`src/hw/rtl/wbts_pkg.sv`:
```
`timescale 1ns / 1ps
// Shared types and codes for the walking-bit test sequencer.
// No dependencies; every other file of the block imports this package.
package wbts_pkg;

  localparam int DATA_W      = 32;  // width of registers and item fields
  localparam int CFG_IDX_W   = 3;   // width of the configuration register index
  localparam int SHIFT_OUT_W = 5;   // width of the reported shift count
  localparam int KIND_W      = 2;

  // Input operation codes
  localparam logic OP_START = 1'b0;
  localparam logic OP_READ  = 1'b1;

  // Result kinds
  localparam logic [KIND_W-1:0] KIND_WRITE = 2'd0;
  localparam logic [KIND_W-1:0] KIND_PASS  = 2'd1;
  localparam logic [KIND_W-1:0] KIND_FAIL  = 2'd2;

  // Configuration register indexes
  localparam logic [CFG_IDX_W-1:0] REG_INITIAL_PATTERN  = 3'd0;
  localparam logic [CFG_IDX_W-1:0] REG_PATTERN_BIT_MASK = 3'd1;
  localparam logic [CFG_IDX_W-1:0] REG_FORCED_BITS      = 3'd2;
  localparam logic [CFG_IDX_W-1:0] REG_COMPARE_MASK     = 3'd3;
  localparam logic [CFG_IDX_W-1:0] REG_FINAL_VALUE      = 3'd4;
  localparam logic [CFG_IDX_W-1:0] REG_TEST_ADDRESS     = 3'd5;

  // Configuration register reset values
  localparam logic [DATA_W-1:0] RST_INITIAL_PATTERN  = 32'h0000_0001;
  localparam logic [DATA_W-1:0] RST_PATTERN_BIT_MASK = 32'hFFFF_FFFF;
  localparam logic [DATA_W-1:0] RST_FORCED_BITS      = 32'h0000_0000;
  localparam logic [DATA_W-1:0] RST_COMPARE_MASK     = 32'hFFFF_FFFF;
  localparam logic [DATA_W-1:0] RST_FINAL_VALUE      = 32'h0000_0000;
  localparam logic [DATA_W-1:0] RST_TEST_ADDRESS     = 32'h0000_0000;

  typedef struct packed {
    logic [DATA_W-1:0] initial_pattern;
    logic [DATA_W-1:0] pattern_bit_mask;
    logic [DATA_W-1:0] forced_bits;
    logic [DATA_W-1:0] compare_mask;
    logic [DATA_W-1:0] final_value;
    logic [DATA_W-1:0] test_address;
  } wbts_cfg_t;

  typedef struct packed {
    logic [KIND_W-1:0]      kind;
    logic [DATA_W-1:0]      write_value;
    logic [DATA_W-1:0]      target_address;
    logic [DATA_W-1:0]      failed_bits;
    logic [DATA_W-1:0]      read_value;
    logic                   phase;
    logic [SHIFT_OUT_W-1:0] shift_count;
  } wbts_result_t;

endpackage

```
`src/hw/rtl/wbts_if.sv`:
```
`timescale 1ns / 1ps
// Valid/ready channel interfaces for the walking-bit test sequencer:
// the input item channel and the result channel. Depends on wbts_pkg.
interface wbts_item_if;
  import wbts_pkg::*;
  logic              valid;
  logic              ready;
  logic              op;
  logic [DATA_W-1:0] read_data;

  modport source (output valid, output op, output read_data, input ready);
  modport sink   (input valid, input op, input read_data, output ready);
endinterface

interface wbts_result_if;
  import wbts_pkg::*;
  logic                   valid;
  logic                   ready;
  logic [KIND_W-1:0]      kind;
  logic [DATA_W-1:0]      write_value;
  logic [DATA_W-1:0]      target_address;
  logic [DATA_W-1:0]      failed_bits;
  logic [DATA_W-1:0]      read_value;
  logic                   phase;
  logic [SHIFT_OUT_W-1:0] shift_count;

  modport source (output valid, output kind, output write_value, output target_address,
                  output failed_bits, output read_value, output phase,
                  output shift_count, input ready);
  modport sink   (input valid, input kind, input write_value, input target_address,
                  input failed_bits, input read_value, input phase,
                  input shift_count, output ready);
endinterface

```
`src/hw/rtl/walking_bit_test_sequencer.sv`:
```
`timescale 1ns / 1ps
// Top level of the walking-bit test sequencer: input register, walk core,
// result register and configuration bank. Depends on wbts_pkg, wbts_if,
// wbts_cfg and wbts_core.
//
// Usage:
//   items   - input channel. op = OP_START begins a new test (dropping any
//             running one); op = OP_READ delivers the value read back from
//             the location under test. Read-backs while idle give no result.
//   results - one item per step: a pattern write, the final write with pass,
//             or a failure report with the failing bits.
//   cfg_*   - plain write port for the six registers; write only while the
//             block is idle.
// Path: an accepted item is held in the input register, is evaluated by the
// core on its step and lands in the result register; the step waits while
// the result register holds an item that is not being taken.
// Throughput: one item per cycle while results are taken; the core's compare,
// mask and one-bit rotate is a single step between input and result registers.
// Stall: when the receiver holds ready low, the result register holds its
// item; the input register still fills, then items.ready drops.
// Reset: synchronous, clears the valid bits, the walk state (idle) and the
// configuration registers to their documented values.
module walking_bit_test_sequencer import wbts_pkg::*; #(
  parameter int WIDTH = 32
) (
  input  logic                 clk,
  input  logic                 rst,
  wbts_item_if.sink            items,
  wbts_result_if.source        results,
  input  logic                 cfg_write_en,
  input  logic [CFG_IDX_W-1:0] cfg_index,
  input  logic [DATA_W-1:0]    cfg_data
);

  wbts_cfg_t         cfg;

  // Input register
  logic              in_valid;
  logic              in_op;
  logic [DATA_W-1:0] in_data;

  // Result register
  logic              out_valid;
  wbts_result_t      out_item;

  logic              step;
  logic              step_valid;
  wbts_result_t      step_result;

  // Advance the held item when the result register is free or being emptied
  assign step        = in_valid && (!out_valid || results.ready);
  assign items.ready = !in_valid || step;

  wbts_cfg u_cfg (
    .clk          (clk),
    .rst          (rst),
    .cfg_write_en (cfg_write_en),
    .cfg_index    (cfg_index),
    .cfg_data     (cfg_data),
    .cfg          (cfg)
  );

  wbts_core #(
    .WIDTH (WIDTH)
  ) u_core (
    .clk          (clk),
    .rst          (rst),
    .step         (step),
    .op           (in_op),
    .read_data    (in_data),
    .cfg          (cfg),
    .result_valid (step_valid),
    .result       (step_result)
  );

  // Input register: load on every accepted item
  always_ff @(posedge clk) begin
    if (rst) begin
      in_valid <= 1'b0;
    end else if (items.ready) begin
      in_valid <= items.valid;
    end
  end

  always_ff @(posedge clk) begin
    if (items.valid && items.ready) begin
      in_op   <= items.op;
      in_data <= items.read_data;
    end
  end

  // Result register: fill on a step with a result, drop when taken
  always_ff @(posedge clk) begin
    if (rst) begin
      out_valid <= 1'b0;
    end else if (step) begin
      out_valid <= step_valid;
    end else if (results.ready) begin
      out_valid <= 1'b0;
    end
  end

  always_ff @(posedge clk) begin
    if (step && step_valid) begin
      out_item <= step_result;
    end
  end

  assign results.valid          = out_valid;
  assign results.kind           = out_item.kind;
  assign results.write_value    = out_item.write_value;
  assign results.target_address = out_item.target_address;
  assign results.failed_bits    = out_item.failed_bits;
  assign results.read_value     = out_item.read_value;
  assign results.phase          = out_item.phase;
  assign results.shift_count    = out_item.shift_count;

endmodule

```
`src/hw/rtl/wbts_cfg.sv`:
```
`timescale 1ns / 1ps
// Configuration register bank of the walking-bit test sequencer.
// Depends on wbts_pkg.
module wbts_cfg import wbts_pkg::*; (
  input  logic                 clk,
  input  logic                 rst,
  input  logic                 cfg_write_en,
  input  logic [CFG_IDX_W-1:0] cfg_index,
  input  logic [DATA_W-1:0]    cfg_data,
  output wbts_cfg_t            cfg
);

  always_ff @(posedge clk) begin
    if (rst) begin
      cfg.initial_pattern  <= RST_INITIAL_PATTERN;
      cfg.pattern_bit_mask <= RST_PATTERN_BIT_MASK;
      cfg.forced_bits      <= RST_FORCED_BITS;
      cfg.compare_mask     <= RST_COMPARE_MASK;
      cfg.final_value      <= RST_FINAL_VALUE;
      cfg.test_address     <= RST_TEST_ADDRESS;
    end else if (cfg_write_en) begin
      case (cfg_index)
        REG_INITIAL_PATTERN:  cfg.initial_pattern  <= cfg_data;
        REG_PATTERN_BIT_MASK: cfg.pattern_bit_mask <= cfg_data;
        REG_FORCED_BITS:      cfg.forced_bits      <= cfg_data;
        REG_COMPARE_MASK:     cfg.compare_mask     <= cfg_data;
        REG_FINAL_VALUE:      cfg.final_value      <= cfg_data;
        REG_TEST_ADDRESS:     cfg.test_address     <= cfg_data;
        default: ;  // unmapped index: drop the write
      endcase
    end
  end

endmodule

```
`src/hw/rtl/wbts_core.sv`:
```
`timescale 1ns / 1ps
// Walk state and single-step logic of the walking-bit test sequencer:
// compare, rotate, phase change and result selection. Depends on wbts_pkg.
module wbts_core import wbts_pkg::*; #(
  parameter int WIDTH = 32
) (
  input  logic              clk,
  input  logic              rst,
  input  logic              step,
  input  logic              op,
  input  logic [DATA_W-1:0] read_data,
  input  wbts_cfg_t         cfg,
  output logic              result_valid,
  output wbts_result_t      result
);

  localparam int EW = (WIDTH > DATA_W) ? WIDTH : DATA_W;
  localparam int SW = $clog2(WIDTH);
  localparam int XW = (SW > SHIFT_OUT_W) ? SW : SHIFT_OUT_W;
  localparam logic [SW-1:0] LAST_SHIFT = SW'(WIDTH - 1);

  // Walk state
  logic             busy;
  logic [WIDTH-1:0] walk;
  logic [WIDTH-1:0] last_write;
  logic             phase_bit;
  logic [SW-1:0]    shift_index;

  logic             busy_next;
  logic [WIDTH-1:0] walk_next;
  logic [WIDTH-1:0] last_write_next;
  logic             phase_next;
  logic [SW-1:0]    shift_next;

  // Configuration and read data brought to WIDTH bits
  logic [EW-1:0]    init_e, pmask_e, forced_e, cmask_e, final_e, rd_e;
  logic [WIDTH-1:0] init_w, pmask_w, forced_w, cmask_w, final_w, rd_w;
  logic [WIDTH-1:0] fail_w, rot_w, wv_w;
  logic [EW-1:0]    fail_e, wv_e, rdo_e, fin_e;
  logic [XW-1:0]    shift_e, cur_shift_e;
  logic             is_start, mismatch, at_last;

  assign init_e   = EW'(cfg.initial_pattern);
  assign pmask_e  = EW'(cfg.pattern_bit_mask);
  assign forced_e = EW'(cfg.forced_bits);
  assign cmask_e  = EW'(cfg.compare_mask);
  assign final_e  = EW'(cfg.final_value);
  assign rd_e     = EW'(read_data);
  assign init_w   = init_e[WIDTH-1:0];
  assign pmask_w  = pmask_e[WIDTH-1:0];
  assign forced_w = forced_e[WIDTH-1:0];
  assign cmask_w  = cmask_e[WIDTH-1:0];
  assign final_w  = final_e[WIDTH-1:0];
  assign rd_w     = rd_e[WIDTH-1:0];

  assign is_start = (op == OP_START);
  assign fail_w   = cmask_w & (last_write ^ rd_w);
  assign mismatch = |fail_w;
  assign rot_w    = {walk[WIDTH-2:0], walk[WIDTH-1]};
  assign at_last  = (shift_index == LAST_SHIFT);

  // Write value of the pattern that comes next
  assign wv_w = (~pmask_w & forced_w) | (pmask_w & walk_next);

  assign fail_e      = EW'(fail_w);
  assign wv_e        = EW'(wv_w);
  assign rdo_e       = EW'(rd_w);
  assign fin_e       = EW'(final_w);
  assign shift_e     = XW'(shift_next);
  assign cur_shift_e = XW'(shift_index);

  // Next walk state
  always_comb begin
    busy_next  = busy;
    walk_next  = walk;
    phase_next = phase_bit;
    shift_next = shift_index;

    if (is_start) begin
      busy_next  = 1'b1;
      walk_next  = init_w;
      phase_next = 1'b0;
      shift_next = '0;
    end else if (busy) begin
      if (!mismatch) begin
        walk_next  = rot_w;
        shift_next = shift_index + SW'(1);
        if (at_last) begin
          shift_next = '0;
          if (!phase_bit) begin
            phase_next = 1'b1;
            walk_next  = ~init_w;
          end else begin
            busy_next = 1'b0;
          end
        end
      end else begin
        busy_next = 1'b0;
      end
    end
  end

  // Result selection
  always_comb begin
    last_write_next = last_write;
    result_valid    = 1'b0;
    result          = '0;

    if (is_start || (busy && !mismatch && !(at_last && phase_bit))) begin
      // Pattern write
      last_write_next       = wv_w;
      result_valid          = 1'b1;
      result.kind           = KIND_WRITE;
      result.write_value    = wv_e[DATA_W-1:0];
      result.target_address = cfg.test_address;
      result.read_value     = is_start ? '0 : rdo_e[DATA_W-1:0];
      result.phase          = phase_next;
      result.shift_count    = shift_e[SHIFT_OUT_W-1:0];
    end else if (busy && !mismatch) begin
      // Both phases done: final write and pass
      result_valid          = 1'b1;
      result.kind           = KIND_PASS;
      result.write_value    = fin_e[DATA_W-1:0];
      result.target_address = cfg.test_address;
      result.read_value     = rdo_e[DATA_W-1:0];
      result.phase          = phase_bit;
      result.shift_count    = cur_shift_e[SHIFT_OUT_W-1:0];
    end else if (busy) begin
      result_valid       = 1'b1;
      result.kind        = KIND_FAIL;
      result.failed_bits = fail_e[DATA_W-1:0];
      result.read_value  = rdo_e[DATA_W-1:0];
      result.phase       = phase_bit;
      result.shift_count = cur_shift_e[SHIFT_OUT_W-1:0];
    end
  end

  always_ff @(posedge clk) begin
    if (rst) begin
      busy        <= 1'b0;
      walk        <= '0;
      last_write  <= '0;
      phase_bit   <= 1'b0;
      shift_index <= '0;
    end else if (step) begin
      busy        <= busy_next;
      walk        <= walk_next;
      last_write  <= last_write_next;
      phase_bit   <= phase_next;
      shift_index <= shift_next;
    end
  end

endmodule
```
`src/flat_wrapper.sv`:
```
// flat-port wrapper written by rule: the top's interface ports become plain ports
module walking_bit_test_sequencer_flat import wbts_pkg::*;
#(
  parameter int WIDTH = 32
)
  (clk, rst, cfg_write_en, cfg_index, cfg_data, items_valid, items_op, items_read_data, items_ready, results_valid, results_kind, results_write_value, results_target_address, results_failed_bits, results_read_value, results_phase, results_shift_count, results_ready);
  wbts_item_if items_i ();
  wbts_result_if results_i ();
  input  logic clk;
  input  logic rst;
  input  logic cfg_write_en;
  input  logic [CFG_IDX_W-1:0] cfg_index;
  input  logic [DATA_W-1:0] cfg_data;
  input wire logic [$bits(items_i.valid)-1:0] items_valid;
  input wire logic [$bits(items_i.op)-1:0] items_op;
  input wire logic [$bits(items_i.read_data)-1:0] items_read_data;
  output wire logic [$bits(items_i.ready)-1:0] items_ready;
  output wire logic [$bits(results_i.valid)-1:0] results_valid;
  output wire logic [$bits(results_i.kind)-1:0] results_kind;
  output wire logic [$bits(results_i.write_value)-1:0] results_write_value;
  output wire logic [$bits(results_i.target_address)-1:0] results_target_address;
  output wire logic [$bits(results_i.failed_bits)-1:0] results_failed_bits;
  output wire logic [$bits(results_i.read_value)-1:0] results_read_value;
  output wire logic [$bits(results_i.phase)-1:0] results_phase;
  output wire logic [$bits(results_i.shift_count)-1:0] results_shift_count;
  input wire logic [$bits(results_i.ready)-1:0] results_ready;
  assign items_i.valid = items_valid;
  assign items_i.op = items_op;
  assign items_i.read_data = items_read_data;
  assign items_ready = items_i.ready;
  assign results_valid = results_i.valid;
  assign results_kind = results_i.kind;
  assign results_write_value = results_i.write_value;
  assign results_target_address = results_i.target_address;
  assign results_failed_bits = results_i.failed_bits;
  assign results_read_value = results_i.read_value;
  assign results_phase = results_i.phase;
  assign results_shift_count = results_i.shift_count;
  assign results_i.ready = results_ready;
  walking_bit_test_sequencer #(.WIDTH(WIDTH)) u_core (.clk(clk), .rst(rst), .items(items_i), .results(results_i), .cfg_write_en(cfg_write_en), .cfg_index(cfg_index), .cfg_data(cfg_data));
endmodule
```
`config.mk`:
```
export PLATFORM = sky130hd
export DESIGN_NAME = walking_bit_test_sequencer_flat
export DESIGN_NICKNAME = d
export VERILOG_FILES = /design/src/hw/rtl/wbts_pkg.sv /design/src/hw/rtl/wbts_if.sv /design/src/hw/rtl/walking_bit_test_sequencer.sv /design/src/hw/rtl/wbts_cfg.sv /design/src/hw/rtl/wbts_core.sv /design/src/flat_wrapper.sv
export SDC_FILE = /design/constraint.sdc
export NUM_CORES = 1
export LEC_CHECK = 0
export BUFFER_PORTS_ARGS = -buffer_cell sky130_fd_sc_hd__buf_2
export CORE_MARGIN = 4
export CORE_UTILIZATION = 63
export DETAILED_ROUTE_END_ITERATION = 10
export GPL_ROUTABILITY_DRIVEN = 0
export GPL_TIMING_DRIVEN = 1
export PLACE_DENSITY = 0.88
export SYNTH_ARGS = -nofsm -noshare
export SYNTH_HDL_FRONTEND = slang
export SYNTH_HIERARCHICAL = 1
export SYNTH_SLANG_ARGS = --single-unit
```
`constraint.sdc`:
```
create_clock -name clk -period 18.65 [get_ports clk]
set_input_delay 0.9325 -clock clk [delete_from_list [all_inputs] [get_ports clk]]
set_output_delay 0.9325 -clock clk [all_outputs]
set_load 0.05 [all_outputs]
```
==> flow_summary_export.csv <==
group,metric,value,unit
clock_network,cts-resized-gates,0,
drt,route.detailed.drc,0,
synth,syn_inst,1664,
floorplanning,chipWidth,183,µm
global_route,first_global_vias,13707,
clock_network,worstSkewPairLatency,0.54,ns
synth,synth_cell_types,50,
drt,antenna_left,0,
drt,vias,14434,
synth,synth.area.top_cells,"dfxtp_1 28%, edfxtp_1 26%, mux2i_1 10%, nand2b_1 6.4%, nor2_1 3.3%",
timing,final-setup-viol-count,0,
floorplanning,coreArea,0.0299,mm²
timing,clock-skew-final,0.0238,ns
clock_network,numCtsBuffers,44,
timing,final_hold_viol_count,0,
outcome,status,"completed",
synth,syn_area,0.0192,mm²
drt,first_pass_iters,5,
timing,setup_tns,0,ns
global_route,grt_pass1_wl,79.6,mm
timing,layout_min_cycle_time,4.37,ns
job,maxCapViolCount,0,
setup_path,end_kind,"register",
synth,ys.flop_type,"dfxtp_1",
clock_network,cts_buffer_depth,3,
pwr,power_frac_comb,9.0,%
synth,synth_edf_count,169,
global_route,grt.overflow.total,0,
setup_path,crit_required,19.08,ns
synth,syn-num-nets,1739,
pwr,power,2080,µW
timing,report.final.slew_viol_count,0,
finish,syn2layout_area_growth,13.4,%
global_route,grt_max_degree,220,
clock_network,cts_sinks,434,
pwr,power.share.switching,24.5,%
synth,async_flop_share,0,%
global_route,antenna_found_initial,0,
synth,yosysWarnings,6,
synth,ys_ff_latch,434,
clock_network,cts-root-buf,"clkbuf_16",
floorplanning,dieArea,0.0333,mm²
clock_network,cts_tree,"done",
pwr,vdd_drop_max,66.7,µV
floorplanning,num_io_pins,211,
timing,clock.fmax,229,MHz
pwr,p_switching,509,µW
placement,placed_cells,2155,
clock_network,cts_hold_buf,0,
clock_network,h-tree-depth,2,
placement,portBuffers,210,
timing,worst_pin_slew,1.23,ns
hold_path,min_path_type,"register to register",
clock_network,clk_transition_reported_paths,0.06,ns
drt,routed_via_density,6.45,
setup_path,cp_data_arrival_time,4.80,ns
setup_path,cp-start-kind,"register",
setup_path,critPathKind,"register to register",
pwr,power_frac_seq,49.6,%
placement,hpwl,34.0,mm
drt,wl_per_cell,23.3,µm
timing,rsz0062_at_grt,"false",
finish,fin_cells,2237,
pwr,p_per_area,95.5,mW/mm²
drt,drt-total-wl,52.2,mm
clock_network,cts_setup_buffers,0,
finish,fillers,1929,
synth,synth_top_area_share,27.6,%
synth,seq_area_frac_synth,54.1,%
pwr,pwr-share-clk,41.3,%
floorplanning,start_util,64.3,%
setup_path,cp_max_fo,34,
global_route,globalRouteTotalUtil,30.0,%
finish,seq_area,0.0104,mm²
timing,slew_headroom,17.5,%
floorplanning,rows,63,
synth,syn_area_per_cell,11.5,µm²
timing,finalCritPeriodShare,23.4,%
finish,final_layout_size_suffix_gt1_share,21.9,%
synth,yosys.area.top_type,"dfxtp_1",
finish,multi_input_area,0.00822,mm²
drt,drt_iter0_markers,1856,
pwr,p_leak,0.00891,µW
finish,n_antenna_cell,0,
finish,final_nets,1886,
floorplanning,die_h,183,µm
pwr,intPower,1570,µW
==> kinds of logic (layout without fill, tap and decap cells) <==
group,after synthesis,after routing,synth area share (%)
xor+xnor,33,33,1.51
fa+ha+maj,2,2,0.130
mux,192,192,10.0
buf+inv,138,321,3.49
flops,434,434,54.1
compound gates,329,329,15.8
simple gates,536,536,15.0
==> registers in the layout (all words and copies together) (netlist names), 2 cells and up <==
signal,count
u_core/u_core/last_write,32
u_core/results.failed_bits,32
u_core/u_cfg/cfg,192
u_core/in_data,32
u_core/u_core/walk,32
u_core/results.shift_count,5
u_core/u_core/cur_shift_e,5
u_core/results.target_address,32
u_core/results.read_value,32
u_core/results.kind,2
u_core/results.write_value,32
==> metrics by stage <==
step	cell area, µm²	util [%]	hold WS [ns]	worst slack (ns)
final	21800	72.9	0.476	14.28
after global routing	21800	72.9	0.495	14.16
after global placement	20400	68.2	0.459	14.43
after detailed placement	20400	68.2	0.463	14.31
after floorplan	19200	-	0.448	10.61
after CTS	21800	72.9	0.475	14.30
==> synth_stat cells (4+ instances only) <==
library cell / number
o221ai_2: 29
dfxtp_1: 265
o22ai_1: 65
a21boi_0: 32
buf_4: 9
edfxtp_1: 169
a311oi_2: 32
nor2_1: 167
nand2_1: 43
o21ai_0: 4
nand3_1: 9
mux2i_1: 192
inv_1: 6
a21oi_1: 75
and2_1: 34
a31oi_1: 33
clkbuf_1: 83
buf_6: 4
buf_2: 31
nand4_1: 5
o31ai_4: 29
and3_1: 65
nand2b_1: 196
a22oi_1: 14
xor2_1: 33
==> worst max-delay path: stages (launching register included) <==
cell      delay, ns
edfxtp_1       0.40
xor2_1         0.17
a22oi_1        0.33
nand4_2        0.18
or4_4          0.83
buf_4          0.40
o22ai_4        0.95
buf_4          0.55
nor2_1         0.12
a311oi_2       0.27
==> power groups by stage <==
stage / Combinational [µW] / Sequential (µW) / Clock (µW)
after floorplan: 106 / 1070 / 0
after global placement: 179 / 1050 / 0
after detailed placement: 182 / 1050 / 0
after CTS: 184 / 1030 / 864
after global routing: 196 / 1030 / 908
final: 188 / 1030 / 859
==> path summary, 6_finish.rpt <==
kind / start / cells after the start / end / slack [ns]
max: u_core/in_data[15] / 9 / u_core/u_core/last_write[17] / 14.28
min: u_core/u_cfg/cfg[120] / 2 / u_core/u_cfg/cfg[120] / 0.48
max reg2reg: u_core/in_data[15] / 9 / u_core/u_core/last_write[17] / 14.28
min reg2reg: u_core/u_cfg/cfg[120] / 2 / u_core/u_cfg/cfg[120] / 0.48
==> routing by layer <==
layer	wire, µm	up-vias	global-route usage, %
met3	6430	93	5.38
li1	-	6377	-
met4	1260	0	7.02
met5	0	-	0
met1	21400	6977	44.8
met2	23100	987	46.0
==> cells in the final DEF (no fill, tap or decap), types with 6 or more instances in the layout <==
master,Yosys,routed
a21boi_0,32,32
a21oi_1,75,75
a22oi_1,14,14
a311oi_2,32,32
a31oi_1,33,33
and2_1,34,34
and3_1,65,65
buf_2,31,209
buf_4,9,20
clkbuf_1,83,13
clkbuf_16,0,45
clkinv_2,0,10
dfxtp_1,265,264
edfxtp_1,169,169
inv_1,6,6
mux2i_1,192,192
nand2_1,43,43
nand2b_1,196,195
nand3_1,9,9
nor2_1,167,167
o221ai_2,29,29
o22ai_1,65,65
o31ai_4,29,29
xor2_1,33,33
==> cell type report <==
cell class | count | share of cell area [%]
Sequential cell | 434 | 47.7
Clock buffer | 60 | 5.52
Multi-Input combinational cell | 1092 | 37.8
Tap cell | 390 | 2.24
Clock inverter | 22 | 0.891
Timing Repair Buffer | 232 | 5.74
Inverter | 7 | 0.121
No activity file was read; power rests on OpenSTA's default activity.
